## src/hdl/assert_macros.svh

```systemverilog
// assertion macros for the hit-test block
`ifndef ASSERT_MACROS_SVH
`define ASSERT_MACROS_SVH

// checked on every rising edge of clk, off while reset is held
`define PIPT_ASSERT(lbl, prop, msg) \
  lbl: assert property (@(posedge clk) disable iff (!rst_n) prop) else $error(msg);

// checked on every rising edge of clk, reset included
`define PIPT_ASSERT_ALWAYS(lbl, prop, msg) \
  lbl: assert property (@(posedge clk) prop) else $error(msg);

`endif

```

## src/hdl/pipt_pkg.sv

```systemverilog
// shared types and constants of the polygon hit-test block
`default_nettype none

package pipt_pkg;

  localparam int COORD_BITS = 16;
  localparam int DIFF_BITS  = COORD_BITS + 1;
  localparam int FAR_BITS   = COORD_BITS + 4;
  localparam int PROD_BITS  = FAR_BITS + DIFF_BITS;

  typedef enum logic [0:0] {
    ACT_APPEND = 1'b0,
    ACT_QUERY  = 1'b1
  } action_t;

  typedef logic signed [COORD_BITS-1:0] coord_t;
  typedef logic signed [COORD_BITS:0]   coord_hi_t;
  typedef logic signed [DIFF_BITS-1:0]  diff_t;
  typedef logic signed [FAR_BITS-1:0]   far_t;
  typedef logic signed [PROD_BITS-1:0]  prod_t;

  typedef struct packed {
    action_t action;
    coord_t  x_coord;
    coord_t  y_coord;
    logic    first_vertex;
  } in_item_t;

  typedef struct packed {
    logic inside_res;
    logic vertices_dropped;
  } out_item_t;

endpackage

`default_nettype wire

```

## src/hdl/pipt_ram.sv

```systemverilog
// generic single-port-write ram with registered read
`default_nettype none

module pipt_ram #(
  parameter int WIDTH = 32,
  parameter int DEPTH = 64
) (
  input  wire logic                     clk,
  input  wire logic                     we,
  input  wire logic [$clog2(DEPTH)-1:0] waddr,
  input  wire logic [WIDTH-1:0]         wdata,
  input  wire logic [$clog2(DEPTH)-1:0] raddr,
  output logic      [WIDTH-1:0]         rdata
);

  logic [WIDTH-1:0] mem [DEPTH];

  always_ff @(posedge clk) begin
    if (we) begin
      mem[waddr] <= wdata;
    end
    rdata <= mem[raddr];
  end

endmodule

`default_nettype wire

```

## src/hdl/point_in_polygon_test_top.sv

```systemverilog
// top level of the polygon hit-test block
`default_nettype none
`include "assert_macros.svh"

// Polygon hit test. A transaction is taken when start is high and busy is low.
// An append stores one vertex in the vertex memory (one past capacity is
// dropped and flagged instead) and leaves busy low, so appends can follow each
// other every cycle; it gives no result. A query gives exactly one result,
// shown on out_item for one cycle with out_valid high; the receiver cannot
// hold it off. A query that is rejected early (open path, empty polygon, point
// outside the bounding box) answers in the cycle after it is taken. Otherwise
// the query walks the stored vertices through the single read port of the
// vertex memory, one vertex a cycle while no crossing is being checked: each
// edge that crosses the ray holds the walk for S_MUL0, S_MUL1, S_MUL2 and S_CMP
// on the shared multiplier. There is no clearing pass after reset.
module point_in_polygon_test_top #(
  parameter int MAX_VERTICES = 64
) (
  input  wire logic                clk,
  input  wire logic                rst_n,
  input  wire logic                start,
  output logic                     busy,
  input  wire pipt_pkg::in_item_t  in_item,
  output logic                     out_valid,
  output pipt_pkg::out_item_t      out_item,
  input  wire logic                cfg_we,
  input  wire logic                cfg_wdata
);

  localparam int AW = $clog2(MAX_VERTICES);
  localparam int CW = $clog2(MAX_VERTICES + 1);
  localparam int KW = AW + 1;
  localparam int C  = pipt_pkg::COORD_BITS;
  localparam logic [CW-1:0] MAX_CNT = CW'(MAX_VERTICES);

  typedef enum logic [2:0] {
    S_IDLE, S_SEEK, S_WALK, S_MUL0, S_MUL1, S_MUL2, S_CMP
  } state_t;

  state_t              state_r, state_nxt;
  logic                open_path_r, open_path_nxt;
  logic [CW-1:0]       count_r, count_nxt;
  logic                overflow_r, overflow_nxt;
  pipt_pkg::coord_t    box_xl_r, box_xl_nxt, box_yl_r, box_yl_nxt;
  pipt_pkg::coord_hi_t box_xh_r, box_xh_nxt, box_yh_r, box_yh_nxt;
  pipt_pkg::coord_t    px_r, px_nxt, py_r, py_nxt;
  pipt_pkg::far_t      far_r, far_nxt;
  logic [KW-1:0]       k_r, k_nxt;
  logic                anchor_neg_r, anchor_neg_nxt;
  logic                run_empty_r, run_empty_nxt;
  pipt_pkg::coord_t    run_x_r, run_x_nxt;
  pipt_pkg::coord_t    prev_x_r, prev_x_nxt, prev_y_r, prev_y_nxt;
  logic                parity_r, parity_nxt;
  logic                last_r, last_nxt;
  pipt_pkg::diff_t     dx_r, dx_nxt, dy_r, dy_nxt, gy_r, gy_nxt;
  pipt_pkg::far_t      ex_r, ex_nxt, fx_r, fx_nxt;
  pipt_pkg::prod_t     p_r, p_nxt, q_r, q_nxt, r_r, r_nxt;
  logic                out_valid_r, out_valid_nxt;
  pipt_pkg::out_item_t out_item_r, out_item_nxt;

  logic                   ram_we;
  logic [AW-1:0]          ram_waddr, ram_raddr;
  logic [2*C-1:0]         ram_rdata;
  pipt_pkg::coord_t       rd_x, rd_y;

  logic                   accept;
  logic [KW-1:0]          n_k, kp1;
  logic [CW-1:0]          eff_count;
  pipt_pkg::coord_hi_t    in_xp1, in_yp1;
  logic                   outside;
  logic                   on_line, new_neg, touch;
  pipt_pkg::far_t         mul_a;
  pipt_pkg::diff_t        mul_b;
  pipt_pkg::prod_t        mul_p;
  logic signed [pipt_pkg::PROD_BITS:0] c1, c2;
  logic                   fin, fin_res, par_tmp;

  function automatic logic [AW-1:0] wrap_idx(input logic [KW-1:0] k, input logic [KW-1:0] n);
    logic [KW-1:0] t;
    t = (k >= n) ? k - n : k;
    return t[AW-1:0];
  endfunction

  pipt_ram #(
    .WIDTH (2 * C),
    .DEPTH (MAX_VERTICES)
  ) u_vertex_ram (
    .clk   (clk),
    .we    (ram_we),
    .waddr (ram_waddr),
    .wdata ({in_item.x_coord, in_item.y_coord}),
    .raddr (ram_raddr),
    .rdata (ram_rdata)
  );

  assign rd_x   = ram_rdata[2*C-1:C];
  assign rd_y   = ram_rdata[C-1:0];
  assign busy   = (state_r != S_IDLE);
  assign accept = start && !busy;
  assign n_k    = KW'(count_r);
  assign kp1    = k_r + 1'b1;

  assign eff_count = in_item.first_vertex ? '0 : count_r;
  assign in_xp1    = (C+1)'(in_item.x_coord) + (C+1)'(1);
  assign in_yp1    = (C+1)'(in_item.y_coord) + (C+1)'(1);
  assign outside   = (in_item.x_coord < box_xl_r) || ((C+1)'(in_item.x_coord) >= box_xh_r) ||
                     (in_item.y_coord < box_yl_r) || ((C+1)'(in_item.y_coord) >= box_yh_r);

  assign on_line = (rd_y == py_r);
  assign new_neg = (rd_y < py_r);
  assign touch   = !run_empty_r &&
                   (((run_x_r <= px_r) && (prev_x_r >= px_r)) ||
                    ((run_x_r >= px_r) && (prev_x_r <= px_r)));

  always_comb begin
    case (state_r)
      S_MUL0: begin
        mul_a = ex_r;
        mul_b = dy_r;
      end
      S_MUL1: begin
        mul_a = fx_r;
        mul_b = dy_r;
      end
      default: begin
        mul_a = pipt_pkg::FAR_BITS'(gy_r);
        mul_b = dx_r;
      end
    endcase
  end

  assign mul_p = mul_a * mul_b;
  assign c1    = (pipt_pkg::PROD_BITS+1)'(p_r) - (pipt_pkg::PROD_BITS+1)'(r_r);
  assign c2    = (pipt_pkg::PROD_BITS+1)'(q_r) - (pipt_pkg::PROD_BITS+1)'(r_r);

  always_comb begin
    state_nxt      = state_r;
    open_path_nxt  = cfg_we ? cfg_wdata : open_path_r;
    count_nxt      = count_r;
    overflow_nxt   = overflow_r;
    box_xl_nxt     = box_xl_r;
    box_xh_nxt     = box_xh_r;
    box_yl_nxt     = box_yl_r;
    box_yh_nxt     = box_yh_r;
    px_nxt         = px_r;
    py_nxt         = py_r;
    far_nxt        = far_r;
    k_nxt          = k_r;
    anchor_neg_nxt = anchor_neg_r;
    run_empty_nxt  = run_empty_r;
    run_x_nxt      = run_x_r;
    prev_x_nxt     = prev_x_r;
    prev_y_nxt     = prev_y_r;
    parity_nxt     = parity_r;
    last_nxt       = last_r;
    dx_nxt         = dx_r;
    dy_nxt         = dy_r;
    gy_nxt         = gy_r;
    ex_nxt         = ex_r;
    fx_nxt         = fx_r;
    p_nxt          = p_r;
    q_nxt          = q_r;
    r_nxt          = r_r;
    out_valid_nxt  = 1'b0;
    out_item_nxt   = out_item_r;
    ram_we         = 1'b0;
    ram_waddr      = eff_count[AW-1:0];
    ram_raddr      = wrap_idx(k_r, n_k);
    fin            = 1'b0;
    fin_res        = 1'b0;
    par_tmp        = parity_r;

    case (state_r)
      S_IDLE: begin
        if (accept && in_item.action == pipt_pkg::ACT_APPEND) begin
          if (!in_item.first_vertex && count_r == MAX_CNT) begin
            overflow_nxt = 1'b1;
          end else begin
            ram_we    = 1'b1;
            count_nxt = eff_count + 1'b1;
            if (in_item.first_vertex) begin
              overflow_nxt = 1'b0;
            end
            if (eff_count == '0) begin
              box_xl_nxt = in_item.x_coord;
              box_xh_nxt = in_xp1;
              box_yl_nxt = in_item.y_coord;
              box_yh_nxt = in_yp1;
            end else begin
              if (in_item.x_coord < box_xl_r) box_xl_nxt = in_item.x_coord;
              if (in_xp1 > box_xh_r)          box_xh_nxt = in_xp1;
              if (in_item.y_coord < box_yl_r) box_yl_nxt = in_item.y_coord;
              if (in_yp1 > box_yh_r)          box_yh_nxt = in_yp1;
            end
          end
        end else if (accept) begin
          px_nxt = in_item.x_coord;
          py_nxt = in_item.y_coord;
          if (open_path_r || count_r == '0 || outside) begin
            fin     = 1'b1;
            fin_res = 1'b0;
          end else begin
            state_nxt  = S_SEEK;
            k_nxt      = '0;
            ram_raddr  = '0;
            parity_nxt = 1'b0;
            far_nxt    = (pipt_pkg::FAR_BITS'(box_xh_r) <<< 1) - pipt_pkg::FAR_BITS'(box_xl_r);
          end
        end
      end
      S_SEEK: begin
        if (on_line) begin
          if (kp1 == n_k) begin
            fin     = 1'b1;
            fin_res = parity_r;
          end else begin
            k_nxt     = kp1;
            ram_raddr = wrap_idx(kp1, n_k);
          end
        end else begin
          anchor_neg_nxt = new_neg;
          prev_x_nxt     = rd_x;
          prev_y_nxt     = rd_y;
          run_empty_nxt  = 1'b1;
          k_nxt          = kp1;
          ram_raddr      = wrap_idx(kp1, n_k);
          state_nxt      = S_WALK;
        end
      end
      S_WALK: begin
        if (on_line) begin
          if (run_empty_r) begin
            run_x_nxt     = rd_x;
            run_empty_nxt = 1'b0;
          end
          prev_x_nxt = rd_x;
          prev_y_nxt = rd_y;
          k_nxt      = kp1;
          ram_raddr  = wrap_idx(kp1, n_k);
        end else if (touch) begin
          fin     = 1'b1;
          fin_res = 1'b1;
        end else begin
          anchor_neg_nxt = new_neg;
          prev_x_nxt     = rd_x;
          prev_y_nxt     = rd_y;
          run_empty_nxt  = 1'b1;
          if (new_neg != anchor_neg_r) begin
            dx_nxt    = pipt_pkg::DIFF_BITS'(rd_x) - pipt_pkg::DIFF_BITS'(prev_x_r);
            dy_nxt    = pipt_pkg::DIFF_BITS'(rd_y) - pipt_pkg::DIFF_BITS'(prev_y_r);
            ex_nxt    = pipt_pkg::FAR_BITS'(px_r) - pipt_pkg::FAR_BITS'(prev_x_r);
            gy_nxt    = pipt_pkg::DIFF_BITS'(py_r) - pipt_pkg::DIFF_BITS'(prev_y_r);
            fx_nxt    = far_r - pipt_pkg::FAR_BITS'(prev_x_r);
            last_nxt  = (k_r >= n_k);
            k_nxt     = kp1;
            ram_raddr = wrap_idx(kp1, n_k);
            state_nxt = S_MUL0;
          end else if (k_r >= n_k) begin
            fin     = 1'b1;
            fin_res = parity_r;
          end else begin
            k_nxt     = kp1;
            ram_raddr = wrap_idx(kp1, n_k);
          end
        end
      end
      S_MUL0: begin
        p_nxt     = mul_p;
        state_nxt = S_MUL1;
      end
      S_MUL1: begin
        q_nxt     = mul_p;
        state_nxt = S_MUL2;
      end
      S_MUL2: begin
        r_nxt     = mul_p;
        state_nxt = S_CMP;
      end
      S_CMP: begin
        if (c1 == '0 || c2 == '0) begin
          fin     = 1'b1;
          fin_res = 1'b1;
        end else begin
          par_tmp    = parity_r ^ (c1[pipt_pkg::PROD_BITS] != c2[pipt_pkg::PROD_BITS]);
          parity_nxt = par_tmp;
          if (last_r) begin
            fin     = 1'b1;
            fin_res = par_tmp;
          end else begin
            state_nxt = S_WALK;
          end
        end
      end
      default: begin
        state_nxt = S_IDLE;
      end
    endcase

    if (fin) begin
      state_nxt                     = S_IDLE;
      out_valid_nxt                 = 1'b1;
      out_item_nxt.inside_res       = fin_res;
      out_item_nxt.vertices_dropped = overflow_r;
    end
  end

  always_ff @(posedge clk) begin
    if (!rst_n) begin
      state_r     <= S_IDLE;
      open_path_r <= 1'b0;
      count_r     <= '0;
      overflow_r  <= 1'b0;
      box_xl_r    <= '0;
      box_xh_r    <= '0;
      box_yl_r    <= '0;
      box_yh_r    <= '0;
      out_valid_r <= 1'b0;
    end else begin
      state_r     <= state_nxt;
      open_path_r <= open_path_nxt;
      count_r     <= count_nxt;
      overflow_r  <= overflow_nxt;
      box_xl_r    <= box_xl_nxt;
      box_xh_r    <= box_xh_nxt;
      box_yl_r    <= box_yl_nxt;
      box_yh_r    <= box_yh_nxt;
      out_valid_r <= out_valid_nxt;
    end
    px_r         <= px_nxt;
    py_r         <= py_nxt;
    far_r        <= far_nxt;
    k_r          <= k_nxt;
    anchor_neg_r <= anchor_neg_nxt;
    run_empty_r  <= run_empty_nxt;
    run_x_r      <= run_x_nxt;
    prev_x_r     <= prev_x_nxt;
    prev_y_r     <= prev_y_nxt;
    parity_r     <= parity_nxt;
    last_r       <= last_nxt;
    dx_r         <= dx_nxt;
    dy_r         <= dy_nxt;
    gy_r         <= gy_nxt;
    ex_r         <= ex_nxt;
    fx_r         <= fx_nxt;
    p_r          <= p_nxt;
    q_r          <= q_nxt;
    r_r          <= r_nxt;
    out_item_r   <= out_item_nxt;
  end

  assign out_valid = out_valid_r;
  assign out_item  = out_item_r;

  // appends never give a result
  `PIPT_ASSERT(a_append_silent, (start && !busy && in_item.action == pipt_pkg::ACT_APPEND) |=> !out_valid, "append produced a result")
  // a taken query is either still running or answered
  `PIPT_ASSERT(a_query_progress, (start && !busy && in_item.action == pipt_pkg::ACT_QUERY) |=> (busy || out_valid), "query lost")
  // a result always coincides with the engine being free again
  `PIPT_ASSERT(a_result_idle, out_valid |-> !busy, "result while busy")
  // vertex count stays within capacity
  `PIPT_ASSERT(a_count_range, count_r <= MAX_CNT, "vertex count beyond capacity")

endmodule

`default_nettype wire

```

## config.mk

```make
export PLATFORM = sky130hd
export DESIGN_NAME = point_in_polygon_test_top
export DESIGN_NICKNAME = d
export VERILOG_FILES = /design/src/hdl/pipt_pkg.sv /design/src/hdl/pipt_ram.sv /design/src/hdl/point_in_polygon_test_top.sv
export VERILOG_INCLUDE_DIRS = /design/src /design/src/hdl
export SDC_FILE = /design/constraint.sdc
export NUM_CORES = 2
export LEC_CHECK = 0
export ABC_AREA = 1
export BUFFER_PORTS_ARGS = -buffer_cell sky130_fd_sc_hd__buf_2
export CAP_MARGIN = 20
export CORE_UTILIZATION = 49
export DETAILED_ROUTE_END_ITERATION = 6
export GPL_TIMING_DRIVEN = 0
export HOLD_SLACK_MARGIN = 0.06
export PLACE_DENSITY = 0.63
export SKIP_LAST_GASP = 1
export SYNTH_ARGS = -nofsm -noshare
export SYNTH_HDL_FRONTEND = slang
export SYNTH_SLANG_ARGS = --single-unit
```

## constraint.sdc

```tcl
create_clock -name clk -period 25.5 [get_ports clk]
set_input_delay 5.1 -clock clk [delete_from_list [all_inputs] [get_ports clk]]
set_output_delay 5.1 -clock clk [all_outputs]
set_load 0.02 [all_outputs]
```

==> results.md <==
- Most common library cell in the layout ignoring fill and taps: inv_1
- Final Hold Viols: 0
- Synth Warn #: 0
- Top post-synthesis cells by area: edfxtp_1 (54%), nand3_1 (8.9%), inv_1 (7.9%)
- GRT Util Overall: 30.4%
- DRT iter0 DRCs: 10387
- Internal: 0.00716 W
- DP HPWL: 302000 um
- Final setup TNS: 0 ps
- Detailed Routing Iterations Pass 1: 7
- Worst slew pin tran: 1300 ps
- Switch share: just under 30%
- Drt via density: 5.47
- CTS H-tree depth: 5
- Initial core utilization: 49.4%
- # DRC: 0
- Vias: 95431
- Unique masters post-synth: 61
- # port buffers: 40
- Vias in the first global route: between 90000 and 100k
- Die Wd: 517 um
- Gr busiest metal: met2
- Net count, final: 14505
- Net load switching power: 0.00299 W
- Worst Hold Class: flip-flop to flip-flop
- Post-CTS sizing: 0
- Synthesized cell area: 130000 um^2
- Register Area: 73100 um^2
- Leak pwr: 63.3 nW
- Critical Path RT: 26260 ps
- Clock Root Buffer: clkbuf_16
- Layout cell share with drive strength beyond 1: 7.27%
- Outcome: finished clean
- Sinks on Clock Net: between 2000 and 2500
- Footprint of the multi-input gates: 44200 um^2
- Drt total wl: 407000 um
- # hold bufs at CTS: 0
- Clk slew on worst S/H paths: 60 ps
- Cell Rows: 188
- Relative slew slack: 13.1%
- Post-synthesis sequential area ratio: 56.2%
- Hold_ws: 436 ps
- Logic gate share of total power: ~18%
- Crit path launch type: input pin
- I/O pin count: 43
- Routing usage on met1: 38.7%
- Most frequent cells in the layout: inv_1 (2734), nand2_1 (2661), edfxtp_1 (2359)
- Synth area leader: edfxtp_1
- Min Tclk post-route: 10200 ps
- Post-Syn Area per Cell: 9.80 um^2
- Cells after Synth: 13268
- Fmax: 0.0981 GHz
- Avg WL per Cell: around 23 um
- Crit-path max FO: 46
- Largest net degree at the start of global routing: 66
- Core Box Area: 263000 um^2
- Initial antenna violation count: 32
- Total of max-cap violations: 0
- Final Cycle Share: 40.0%
- CP endpoint kind: flip-flop
- Critical path arrival: 10960 ps
- Met2 Resource Use GR: about 49%
- Clk pwr share: 37.5%
- Setup bufs post-CTS: 0
- Syn Nets: 14073
- Grt total ovfl: 0
- PD cells: 69.5 nW/um^2
- Setup Crit Path Kind: input pin to flip-flop
- RSZ-0062 raised after global routing: false
- CTS buffer count: 275
- Synth Register Bits: 2470
- First-pass GRT wire length: 595000 um
- Area added between synthesis and finish: 12.4%
- Max-slew violations: 0
- Filler cells: 22852
- Fraction of met3 tracks used by global routing: under 10%
- Sequential Power Share: 44.9%
- Synth top area share: 54.5%
- VDD IR max: 0.0000671 V
- Full die area: 268000 um^2
- Clk Latency, worst-skew pair: 950 ps
- Final Setup Violations: 0
- TritonCTS clock tree: built
- Vert. Die Dim: between 500 and 600 um
- Clock tree buffer depth: 4
- Global placer's final weighted congestion: between 1 and 1.5
- Clk_skew: roughly 82 ps
- Antenna-violating nets left: 0
-- path summary, 6_finish.rpt --
kind          startpoint                endpoint  slack (ps)  depth (start not counted)
max reg2reg   state_r[2]                 p_r[35]       15540                         29
min reg2reg   overflow_r             out_item[0]         440                          0
max          in_item[16]  u_vertex_ram.rdata[28]       15300                         22
min           overflow_r             out_item[0]         440                          0
-- routing by layer --
metal	part of all wire, %	routed length [um]
met1	39	158000
met2	46	189000
met3	8.4	34200
met4	6.3	25500
met5	0.0066	27
-- power by group through the flow --
stage / clock [W] / sequential, W / combinational, W
finish: 0.00380 / 0.00456 / 0.00179
global placement: 0 / 0.00465 / 0.00168
CTS: 0.00384 / 0.00456 / 0.00174
detailed placement: 0 / 0.00464 / 0.00173
global route: 0.00398 / 0.00456 / 0.00190
floorplan: 0 / 0.00462 / 0.000977
-- stage by stage --
step                std cells  total power, W  utilization, %  cell area, um^2  worst slack [ps]
finish                  17454          0.0102            55.5           146000             15300
floorplan               13268         0.00560               -           130000             16490
global placement        16823         0.00632            51.2           135000             13370
detailed placement      16938         0.00638            52.3           138000             14610
global route            17436          0.0104            55.5           146000             15000
CTS                     17428          0.0101            55.5           146000             15510
-- flip-flops by register name, summed over array words and instances, names as in the netlist, 19 cells and up --
register and flops:
far_r 19, q_r 37, fx_r 20, u_vertex_ram.rdata 32, r_r 37, p_r 37, u_vertex_ram.mem 2048
-- worst max-delay path, cell delays in order --
cell	delay, ps
buf_4	380
buf_16	260
ha_1	350
a21oi_1	150
o21ai_0	80
nor2_1	140
nand2_1	70
nand2_1	50
nand2_1	200
nand4_2	320
nand2_1	110
nand3_1	130
nand2_1	120
nand3_2	270
buf_2	580
buf_1	870
nand3_1	150
nand3_1	140
nand3_1	210
nand3_1	240
nand3_1	450
nand2_1	410
-- synthesized netlist by cell type, drive strengths merged --
library cell / number
and2: 4
nand2: 2668
nor2: 531
clkinv: 8
a21boi: 11
o31ai: 5
o21ai: 213
or2: 7
o21bai: 17
a21oi: 361
o221a: 2
o211ai: 22
a31o: 2
nor3: 46
o2111ai: 4
buf: 395
nor3b: 4
nand3: 2313
nor4: 19
o21a: 5
o311ai: 2
nand4: 49
ha: 415
a21o: 23
nand3b: 138
mux2i: 2
o221ai: 6
dfxtp: 111
xnor2: 70
clkbuf: 148
xor2: 149
edfxtp: 2359
a31oi: 26
a211oi: 16
fa: 351
a311oi: 2
inv: 2754
a2111oi: 2
a221oi: 6
and3: 2
-- cell families after synthesis --
family,count (synthesis),synth area share (%)
compound gates,725,3.13
simple gates,5781,19.6
buf+inv,3305,10.2
mux,2,0.0154
flops,2470,56.2
fa+ha+maj,766,9.39
xor+xnor,219,1.47
-- layout make-up --
cell class	count	area share, %
flip-flops and latches	2470	50.0
well taps	3515	3.01
diodes	26	0.0445
clock inverters	123	0.679
plain buffers	543	1.99
multi-input cells	7493	30.3
repair buffers	155	1.81
clock buffers	367	5.11
inverters	2762	7.10
No activity file was read; power rests on OpenSTA's default activity.
